## src/hdl/base64_stream_decoder_defines.svh

```systemverilog
// assertion macros for the base64 stream decoder
// needs clk and rst_n in the scope where a macro is used
`ifndef BASE64_STREAM_DECODER_DEFINES_SVH
`define BASE64_STREAM_DECODER_DEFINES_SVH
`ifndef SYNTH
`define B64D_ASSERT_IMPLY(lbl, ante, cons) \
    lbl: assert property (@(posedge clk) disable iff (!rst_n) (ante) |-> (cons)) \
        else $error("b64d assertion failed");
`define B64D_ASSERT_NEXT(lbl, ante, cons) \
    lbl: assert property (@(posedge clk) disable iff (!rst_n) (ante) |=> (cons)) \
        else $error("b64d assertion failed");
`else
`define B64D_ASSERT_IMPLY(lbl, ante, cons)
`define B64D_ASSERT_NEXT(lbl, ante, cons)
`endif
`endif

```

## src/hdl/b64d_pkg.sv

```systemverilog
// shared types, constants and the character classifier of the base64 decoder
// no dependencies
package b64d_pkg;

    localparam logic [7:0] CHAR_UPPER_A = 8'h41;
    localparam logic [7:0] CHAR_UPPER_Z = 8'h5A;
    localparam logic [7:0] CHAR_LOWER_A = 8'h61;
    localparam logic [7:0] CHAR_LOWER_Z = 8'h7A;
    localparam logic [7:0] CHAR_DIGIT_0 = 8'h30;
    localparam logic [7:0] CHAR_DIGIT_9 = 8'h39;
    localparam logic [7:0] CHAR_PLUS    = 8'h2B;
    localparam logic [7:0] CHAR_SLASH   = 8'h2F;
    localparam logic [7:0] CHAR_EQUALS  = 8'h3D;

    localparam logic [5:0] IDX_PLUS     = 6'd62;
    localparam logic [5:0] IDX_SLASH    = 6'd63;
    localparam logic [7:0] LOWER_OFFSET = 8'd26;
    localparam logic [7:0] DIGIT_OFFSET = 8'd52;

    // byte positions within a group
    localparam logic [1:0] BYTE_FIRST  = 2'd0;
    localparam logic [1:0] BYTE_SECOND = 2'd1;
    localparam logic [1:0] BYTE_THIRD  = 2'd2;

    typedef struct packed {
        logic [5:0] idx;
        logic       pad;
        logic       bad;
    } char_class_t;

    // one closed group handed from front to back
    typedef struct packed {
        logic [23:0] word;
        logic [1:0]  last_idx;
        logic        eom;
        logic        err;
    } group_t;

    function automatic char_class_t classify(input logic [7:0] c);
        char_class_t r;
        r = '0;
        if (c >= CHAR_UPPER_A && c <= CHAR_UPPER_Z)
        begin
            r.idx = 6'(c - CHAR_UPPER_A);
        end
        else if (c >= CHAR_LOWER_A && c <= CHAR_LOWER_Z)
        begin
            r.idx = 6'(c - CHAR_LOWER_A + LOWER_OFFSET);
        end
        else if (c >= CHAR_DIGIT_0 && c <= CHAR_DIGIT_9)
        begin
            r.idx = 6'(c - CHAR_DIGIT_0 + DIGIT_OFFSET);
        end
        else if (c == CHAR_PLUS)
        begin
            r.idx = IDX_PLUS;
        end
        else if (c == CHAR_SLASH)
        begin
            r.idx = IDX_SLASH;
        end
        else if (c == CHAR_EQUALS)
        begin
            r.pad = 1'b1;
        end
        else
        begin
            r.bad = 1'b1;
        end
        return r;
    endfunction

endpackage

```

## src/hdl/b64d_front.sv

```systemverilog
// front end: classifies characters and gathers them into closed groups
// depends on b64d_pkg
module b64d_front
(
    input  logic              clk,
    input  logic              rst_n,
    input  logic              accept,
    input  logic [7:0]        char_code,
    input  logic              end_of_message,
    output logic              push,
    output b64d_pkg::group_t  grp
);

    logic [17:0] acc_reg, acc_next;
    logic [1:0]  pos_reg, pos_next;
    logic [2:0]  pads_reg, pads_next;
    logic        err_reg, err_next;

    b64d_pkg::char_class_t cls;
    logic        close;
    logic [23:0] word_full;
    logic [2:0]  pads_open;
    logic [2:0]  pads_close;

    always_comb
    begin
        cls        = b64d_pkg::classify(char_code);
        close      = (pos_reg == 2'd3) || end_of_message;
        word_full  = {acc_reg, cls.idx};
        pads_open  = pads_reg + {2'b00, cls.pad};
        // missing positions count as padding
        pads_close = pads_open + {1'b0, ~pos_reg};

        grp.eom = end_of_message;
        grp.err = err_reg | cls.bad;
        case (pos_reg)
            2'd0:    grp.word = {word_full[5:0], 18'd0};
            2'd1:    grp.word = {word_full[11:0], 12'd0};
            2'd2:    grp.word = {word_full[17:0], 6'd0};
            default: grp.word = word_full;
        endcase
        if (pads_close >= 3'd2)
        begin
            grp.last_idx = b64d_pkg::BYTE_FIRST;
        end
        else if (pads_close == 3'd1)
        begin
            grp.last_idx = b64d_pkg::BYTE_SECOND;
        end
        else
        begin
            grp.last_idx = b64d_pkg::BYTE_THIRD;
        end

        push      = accept && close;
        acc_next  = acc_reg;
        pos_next  = pos_reg;
        pads_next = pads_reg;
        err_next  = err_reg;
        if (accept)
        begin
            if (close)
            begin
                acc_next  = '0;
                pos_next  = '0;
                pads_next = '0;
                err_next  = 1'b0;
            end
            else
            begin
                acc_next  = word_full[17:0];
                pos_next  = pos_reg + 2'd1;
                pads_next = pads_open;
                err_next  = grp.err;
            end
        end
    end

    always_ff @(posedge clk or negedge rst_n)
    begin
        if (!rst_n)
        begin
            acc_reg  <= '0;
            pos_reg  <= '0;
            pads_reg <= '0;
            err_reg  <= 1'b0;
        end
        else
        begin
            acc_reg  <= acc_next;
            pos_reg  <= pos_next;
            pads_reg <= pads_next;
            err_reg  <= err_next;
        end
    end

endmodule

```

## src/hdl/b64d_queue.sv

```systemverilog
// short group queue between the front and back ends
// depends on b64d_pkg
module b64d_queue
#(
    parameter int DEPTH = 4
)
(
    input  logic              clk,
    input  logic              rst_n,
    input  logic              push,
    input  b64d_pkg::group_t  push_grp,
    input  logic              pop,
    output b64d_pkg::group_t  head_grp,
    output logic              full,
    output logic              empty
);

    localparam int PTR_W = (DEPTH > 1) ? $clog2(DEPTH) : 1;
    localparam int CNT_W = $clog2(DEPTH + 1);

    b64d_pkg::group_t mem_reg [DEPTH];
    logic [PTR_W-1:0] wr_ptr_reg, wr_ptr_next;
    logic [PTR_W-1:0] rd_ptr_reg, rd_ptr_next;
    logic [CNT_W-1:0] cnt_reg, cnt_next;

    always_comb
    begin
        full     = cnt_reg == CNT_W'(DEPTH);
        empty    = cnt_reg == '0;
        head_grp = mem_reg[rd_ptr_reg];

        wr_ptr_next = wr_ptr_reg;
        rd_ptr_next = rd_ptr_reg;
        cnt_next    = cnt_reg;
        if (push)
        begin
            wr_ptr_next = (wr_ptr_reg == PTR_W'(DEPTH - 1)) ? '0 : wr_ptr_reg + 1'b1;
        end
        if (pop)
        begin
            rd_ptr_next = (rd_ptr_reg == PTR_W'(DEPTH - 1)) ? '0 : rd_ptr_reg + 1'b1;
        end
        if (push && !pop)
        begin
            cnt_next = cnt_reg + 1'b1;
        end
        else if (pop && !push)
        begin
            cnt_next = cnt_reg - 1'b1;
        end
    end

    always_ff @(posedge clk)
    begin
        if (push)
        begin
            mem_reg[wr_ptr_reg] <= push_grp;
        end
    end

    always_ff @(posedge clk or negedge rst_n)
    begin
        if (!rst_n)
        begin
            wr_ptr_reg <= '0;
            rd_ptr_reg <= '0;
            cnt_reg    <= '0;
        end
        else
        begin
            wr_ptr_reg <= wr_ptr_next;
            rd_ptr_reg <= rd_ptr_next;
            cnt_reg    <= cnt_next;
        end
    end

endmodule

```

## src/hdl/b64d_back.sv

```systemverilog
// back end: splits a closed group into bytes, one beat per cycle unless out_stall holds it
// depends on b64d_pkg
module b64d_back
(
    input  logic              clk,
    input  logic              rst_n,
    input  logic              q_empty,
    input  b64d_pkg::group_t  head_grp,
    output logic              pop,
    output logic              out_valid,
    input  logic              out_stall,
    output logic [7:0]        data_byte,
    output logic              group_last,
    output logic              message_last,
    output logic              bad_char
);

    b64d_pkg::group_t grp_reg, grp_next;
    logic [1:0] k_reg, k_next;
    logic       busy_reg, busy_next;
    logic       out_valid_reg, out_valid_next;
    logic [7:0] data_reg, data_next;
    logic       glast_reg, glast_next;
    logic       mlast_reg, mlast_next;
    logic       bad_reg, bad_next;

    logic out_load;
    logic emit;
    logic last;
    logic [7:0] sel_byte;

    always_comb
    begin
        out_load = !out_valid_reg || !out_stall;
        emit     = busy_reg && out_load;
        last     = k_reg == grp_reg.last_idx;
        pop      = !q_empty && (!busy_reg || (emit && last));
        case (k_reg)
            b64d_pkg::BYTE_FIRST:  sel_byte = grp_reg.word[23:16];
            b64d_pkg::BYTE_SECOND: sel_byte = grp_reg.word[15:8];
            default:               sel_byte = grp_reg.word[7:0];
        endcase

        grp_next  = grp_reg;
        k_next    = k_reg;
        busy_next = busy_reg;
        if (pop)
        begin
            grp_next  = head_grp;
            k_next    = b64d_pkg::BYTE_FIRST;
            busy_next = 1'b1;
        end
        else if (emit)
        begin
            if (last)
            begin
                busy_next = 1'b0;
            end
            else
            begin
                k_next = k_reg + 2'd1;
            end
        end

        out_valid_next = out_valid_reg;
        data_next      = data_reg;
        glast_next     = glast_reg;
        mlast_next     = mlast_reg;
        bad_next       = bad_reg;
        if (out_load)
        begin
            out_valid_next = emit;
            data_next      = sel_byte;
            glast_next     = last;
            mlast_next     = last && grp_reg.eom;
            bad_next       = grp_reg.err;
        end
    end

    always_ff @(posedge clk or negedge rst_n)
    begin
        if (!rst_n)
        begin
            k_reg         <= '0;
            busy_reg      <= 1'b0;
            out_valid_reg <= 1'b0;
        end
        else
        begin
            k_reg         <= k_next;
            busy_reg      <= busy_next;
            out_valid_reg <= out_valid_next;
        end
    end

    always_ff @(posedge clk)
    begin
        grp_reg   <= grp_next;
        data_reg  <= data_next;
        glast_reg <= glast_next;
        mlast_reg <= mlast_next;
        bad_reg   <= bad_next;
    end

    assign out_valid    = out_valid_reg;
    assign data_byte    = data_reg;
    assign group_last   = glast_reg;
    assign message_last = mlast_reg;
    assign bad_char     = bad_reg;

endmodule

```

## src/hdl/base64_stream_decoder.sv

```systemverilog
// base64 stream decoder top level: front end, group queue, back end
// depends on b64d_pkg, b64d_front, b64d_queue, b64d_back and the defines header
//
// input channel: one character per beat (char_code, end_of_message) on
// in_valid / in_stall; end_of_message marks the final character
// output channel: one decoded byte per beat with group_last, message_last
// and bad_char on out_valid / out_stall
// throughput: one character per cycle in unless in_stall is high, one byte per
// cycle out unless out_stall is high; the byte splitter in the back end sets the
// output figure, so four characters (three bytes) keep up with a steady
// one-character-per-cycle stream; groups pass queue, group and output registers
// a closed group waits in a QUEUE_DEPTH-entry queue; in_stall rises only
// when that queue is full, so a receiver stall backs up into the queue
// first and the output register holds its beat unchanged meanwhile
// reset: clears the partial group, the queue and the output valid
`include "base64_stream_decoder_defines.svh"
module base64_stream_decoder
#(
    parameter int QUEUE_DEPTH = 4
)
(
    input  logic       clk,
    input  logic       rst_n,
    input  logic       in_valid,
    output logic       in_stall,
    input  logic [7:0] char_code,
    input  logic       end_of_message,
    output logic       out_valid,
    input  logic       out_stall,
    output logic [7:0] data_byte,
    output logic       group_last,
    output logic       message_last,
    output logic       bad_char
);

    logic             accept;
    logic             push;
    logic             pop;
    logic             q_full;
    logic             q_empty;
    b64d_pkg::group_t push_grp;
    b64d_pkg::group_t head_grp;

    assign in_stall = q_full;
    assign accept   = in_valid && !q_full;

    b64d_front u_front
    (
        .clk            (clk),
        .rst_n          (rst_n),
        .accept         (accept),
        .char_code      (char_code),
        .end_of_message (end_of_message),
        .push           (push),
        .grp            (push_grp)
    );

    b64d_queue #(.DEPTH(QUEUE_DEPTH)) u_queue
    (
        .clk      (clk),
        .rst_n    (rst_n),
        .push     (push),
        .push_grp (push_grp),
        .pop      (pop),
        .head_grp (head_grp),
        .full     (q_full),
        .empty    (q_empty)
    );

    b64d_back u_back
    (
        .clk          (clk),
        .rst_n        (rst_n),
        .q_empty      (q_empty),
        .head_grp     (head_grp),
        .pop          (pop),
        .out_valid    (out_valid),
        .out_stall    (out_stall),
        .data_byte    (data_byte),
        .group_last   (group_last),
        .message_last (message_last),
        .bad_char     (bad_char)
    );

    `B64D_ASSERT_IMPLY(a_msg_last_is_group_last, out_valid && message_last, group_last)
    `B64D_ASSERT_IMPLY(a_eom_closes_group, accept && end_of_message, push)
    `B64D_ASSERT_NEXT(a_group_bytes_unbroken, out_valid && !out_stall && !group_last, out_valid)

endmodule
```

## config.mk

```make
export PLATFORM = sky130hd
export DESIGN_NAME = base64_stream_decoder
export DESIGN_NICKNAME = d
export VERILOG_FILES = /design/src/hdl/b64d_pkg.sv /design/src/hdl/b64d_front.sv /design/src/hdl/b64d_queue.sv /design/src/hdl/b64d_back.sv /design/src/hdl/base64_stream_decoder.sv
export VERILOG_INCLUDE_DIRS = /design/src /design/src/hdl
export SDC_FILE = /design/constraint.sdc
export NUM_CORES = 1
export LEC_CHECK = 0
export BUFFER_PORTS_ARGS = -buffer_cell sky130_fd_sc_hd__buf_4
export CELL_PAD_IN_SITES_DETAIL_PLACEMENT = 0
export CELL_PAD_IN_SITES_GLOBAL_PLACEMENT = 2
export CORE_UTILIZATION = 30
export CTS_BUF_LIST = sky130_fd_sc_hd__clkbuf_16
export DETAILED_ROUTE_END_ITERATION = 6
export PLACE_DENSITY_LB_ADDON = 0.1
export SLEW_MARGIN = 30
export SYNTH_ARGS = -nofsm -noshare
export SYNTH_HDL_FRONTEND = slang
export SYNTH_SLANG_ARGS = --single-unit
```

## constraint.sdc

```tcl
create_clock -name clk -period 2.4 [get_ports clk]
set_input_delay 0.12 -clock clk [delete_from_list [all_inputs] [get_ports clk]]
set_output_delay 0.12 -clock clk [all_outputs]
set_load 0.01 [all_outputs]
```

==> impl_metrics.ini <==
[outcome]
status = finished with violations
violations = DRC

[detailed_routing]
firstDrtPassIters = 7
vias_per_cell = 4.86
drc_errors = 4
ant_nets = 0
routed_wl_microns = 18300
drtIter0Drc = 303
wl_per_cell_microns = 19.5
vias = 4563

[placement]
portBuffers = 25
dp_cells = 905
place.detailed.hpwl_microns = 12500
dpl_cell_area_sq_um = 9210
routabilityCongestion = 0.767

[synthesis]
async_flop_share_pct = 18.8
syn_inst = 513
yosysWarnings = 0
synth_area_per_cell_sq_um = 15.8
synthesis.nets = 552
yosysTopAreaCell = edfxtp_1
yosysTopAreaCellShare_pct = 56.1
synthTopCellsByCount = edfxtp_1 (151), nand2_1 (44), dfrtp_1 (35)
netlist_area_sq_um = 8080
synth_cell_types = 66
seq_area_frac_synth_pct = 66.9
synth.most_common_cell = edfxtp_1
synth.area.top_cells = edfxtp_1 (56%), dfrtp_1 (11%), mux4_2 (7.8%)
ys_ff_latch = 186
synth-edff-count = 151
synth_flop_cell = edfxtp_1

[setup_path]
crit_buf_inv = 2
cp_max_fo = 8
crit_family = simple AND/OR/NAND/NOR gates
slowest_stage = fa_2
worstSetupStartpointType = primary input
arrival_ns = 2.48
critPathMaxStageDelay_ns = 0.37
required_ns = 2.63
end_kind = flop
crit_chain = buf_4 > buf_4 > and4bb_4 > nor3b_4 > nor3_2 > nor3_2 > ha_1 > ha_1 > fa_2 > xnor2_2 > nor3b_2
critical_path_class = in -> reg

[floorplanning]
die_y_microns = 166
core_sq_um = 26300
ios = 26
die_x_microns = 166
design.die.area_sq_um = 27600
initial_core_util_pct = 30.8
num_rows = 59

[timing]
slew_headroom_pct = 57.9
tightest_slew_ns = 0.627
hold_viol_final = 0
max_freq_mhz = 443
fin_crit_sh_pct = 94.2
finalClockSkew_ns = 0.0141
slew_viol_final = 0
setup_viol = 0
fin_setup_tns_ns = 0
finalCriticalPeriod_ns = 2.26
rsz0062_at_grt = no

[power]
vdd_drop_max_v = 0.000500
pwr-share-seq_pct = 44.4
switching_share_pct = 31.5
clkPwrFrac_pct = 26.1
p_comb_share_pct = 29.6
switchingPower_mw = 3.28
p_per_area_nw_per_um2 = 1060
power_leakage_nw = 3.61
p_int_mw = 7.13

[finish]
fin_cells = 939
final_nets = 630
antenna_cells = 0
area_growth_pct = 21.5
drive_gt1_share_pct = 30.1
largest_reg_flops = 112
design_area_sq_um = 9820

[global_route]
grt_pass1_vias = 4923
grt_pass1_wl_microns = 29200
antenna_found_initial = 0
grt.overflow.total = 0
grt_max_degree = 36
grt_util_all_layers_pct = 14.2

[cts]
cts_num_sinks = 186
insertion_delay_ns = 0.43
clkSlewWorstSetupHoldPaths_ns = 0.07
cts.path.max_buffers = 2
numCtsBuffers = 17
root_buffer = clkbuf_16
htree_levels = 4
cts_tree = yes
post_cts_buffers = 0

[worst_hold_path]
hold_path.class = in -> reg

[job]
drv_cap = 0
[final timing paths]
| check | startpoint | end | slack, ns | depth (start not counted) |
|---|---|---|---|---|
| worst max-delay path | char_code[2] | u_queue.mem_reg[1][2]$_DFFE_PP_ | 0.14 | 11 |
| worst min-delay path | out_stall | u_back.out_valid$_DFFE_PN0P_ | 0.19 | 4 |
| worst max register to register | u_queue.cnt_reg[0]$_DFFE_PN0P_ | u_queue.cnt_reg[2]$_DFFE_PN0P_ | 0.18 | 8 |
| worst min register to register | u_back.grp_reg[0]$_DFFE_PP_ | u_back.bad_char$_DFFE_PP_ | 0.48 | 0 |
| max in group asynchronous | rst_n | u_queue.rd_ptr_reg[0]$_DFFE_PN0P_ | 1.82 | 2 |
| min in group asynchronous | rst_n | u_back.out_valid$_DFFE_PN0P_ | 0.21 | 2 |
[through the flow]
| stage | hold slack, ns | utilization (%) | setup WS [ns] | power (mW) |
|---|---|---|---|---|
| 6_report | 0.185 | 37.4 | 0.140 | 10.4 |
| 5_1_grt | 0.191 | 37.4 | 0.0164 | 11.1 |
| 4_1_cts | 0.175 | 37.3 | 0.0741 | 10.6 |
| 3_5_place_dp | 0.130 | 35.1 | -0.365 | 7.87 |
| 3_3_place_gp | 0.125 | 35.1 | -0.310 | 7.82 |
| 2_1_floorplan | -0.176 | - | -0.0233 | 6.62 |
[final cells by class]
class / count / area (sq um)
sequential: 186 / 5410
inverter: 20 / 85.1
clock inverter: 15 / 156
clock buffer: 17 / 425
multi-input combinational: 283 / 2620
fill: 2491 / 16500
tap: 335 / 419
timing repair buffer: 83 / 703
[repair_timing]
action,CTS,global route
hold buffers,2,0
gates resized for setup,0,3
setup endpoints to repair,0,9
endpoints found under the hold margin,39,0
[cells in the final DEF (no fill, tap or decap), types with 4 or more instances in the layout]
master     instances
o31ai_1            5
inv_8              6
nor2_1            17
nor3_2             4
nand2b_1           9
dfrtp_1           34
nand2_1           44
buf_4             75
a221oi_1           4
a21oi_1            5
buf_12             6
edfxtp_1         151
clkbuf_16         17
clkinv_4           4
a22o_1            22
o21ai_0           12
mux4_2            28
inv_1             18
o22ai_1            5
and2_1             8
a22oi_1           10
ha_1              19
nand3_1            6
and3_1             4
xnor2_1            6
[cell families after synthesis]
family	count (synthesis)	share of synthesized area, %
AOI/OAI and AO/OA	98	9.60
xor gates and xnor gates	10	1.08
adders and majority gates	26	4.21
buffers and inverters	44	2.18
DFF	186	66.9
muxes	33	8.47
and+or+nand+nor	116	7.54
[metal layers]
layer / GRT usage (%) / vias to the layer above / routed length (microns)
met5: 0 / - / 0
met4: 3.21 / 0 / 169
met3: 2.91 / 10 / 450
met2: 22.9 / 59 / 8700
met1: 19.7 / 2339 / 8970
li1: - / 2155 / -
[tightest hold or removal path, stage by stage]
cell and delay (ns):
buf_4 0.08, nand2_1 0.07, buf_4 0.21, nand2b_1 0.09
[power groups by stage]
stage | Combinational [mW] | Sequential (mW) | Clock (mW)
6_report | 3.08 | 4.62 | 2.71
3_3_place_gp | 3.15 | 4.67 | 0
5_1_grt | 3.44 | 4.68 | 2.94
2_1_floorplan | 1.93 | 4.69 | 0
3_5_place_dp | 3.17 | 4.70 | 0
4_1_cts | 3.18 | 4.63 | 2.80
Note: power is estimated with default switching activity, not from simulation.
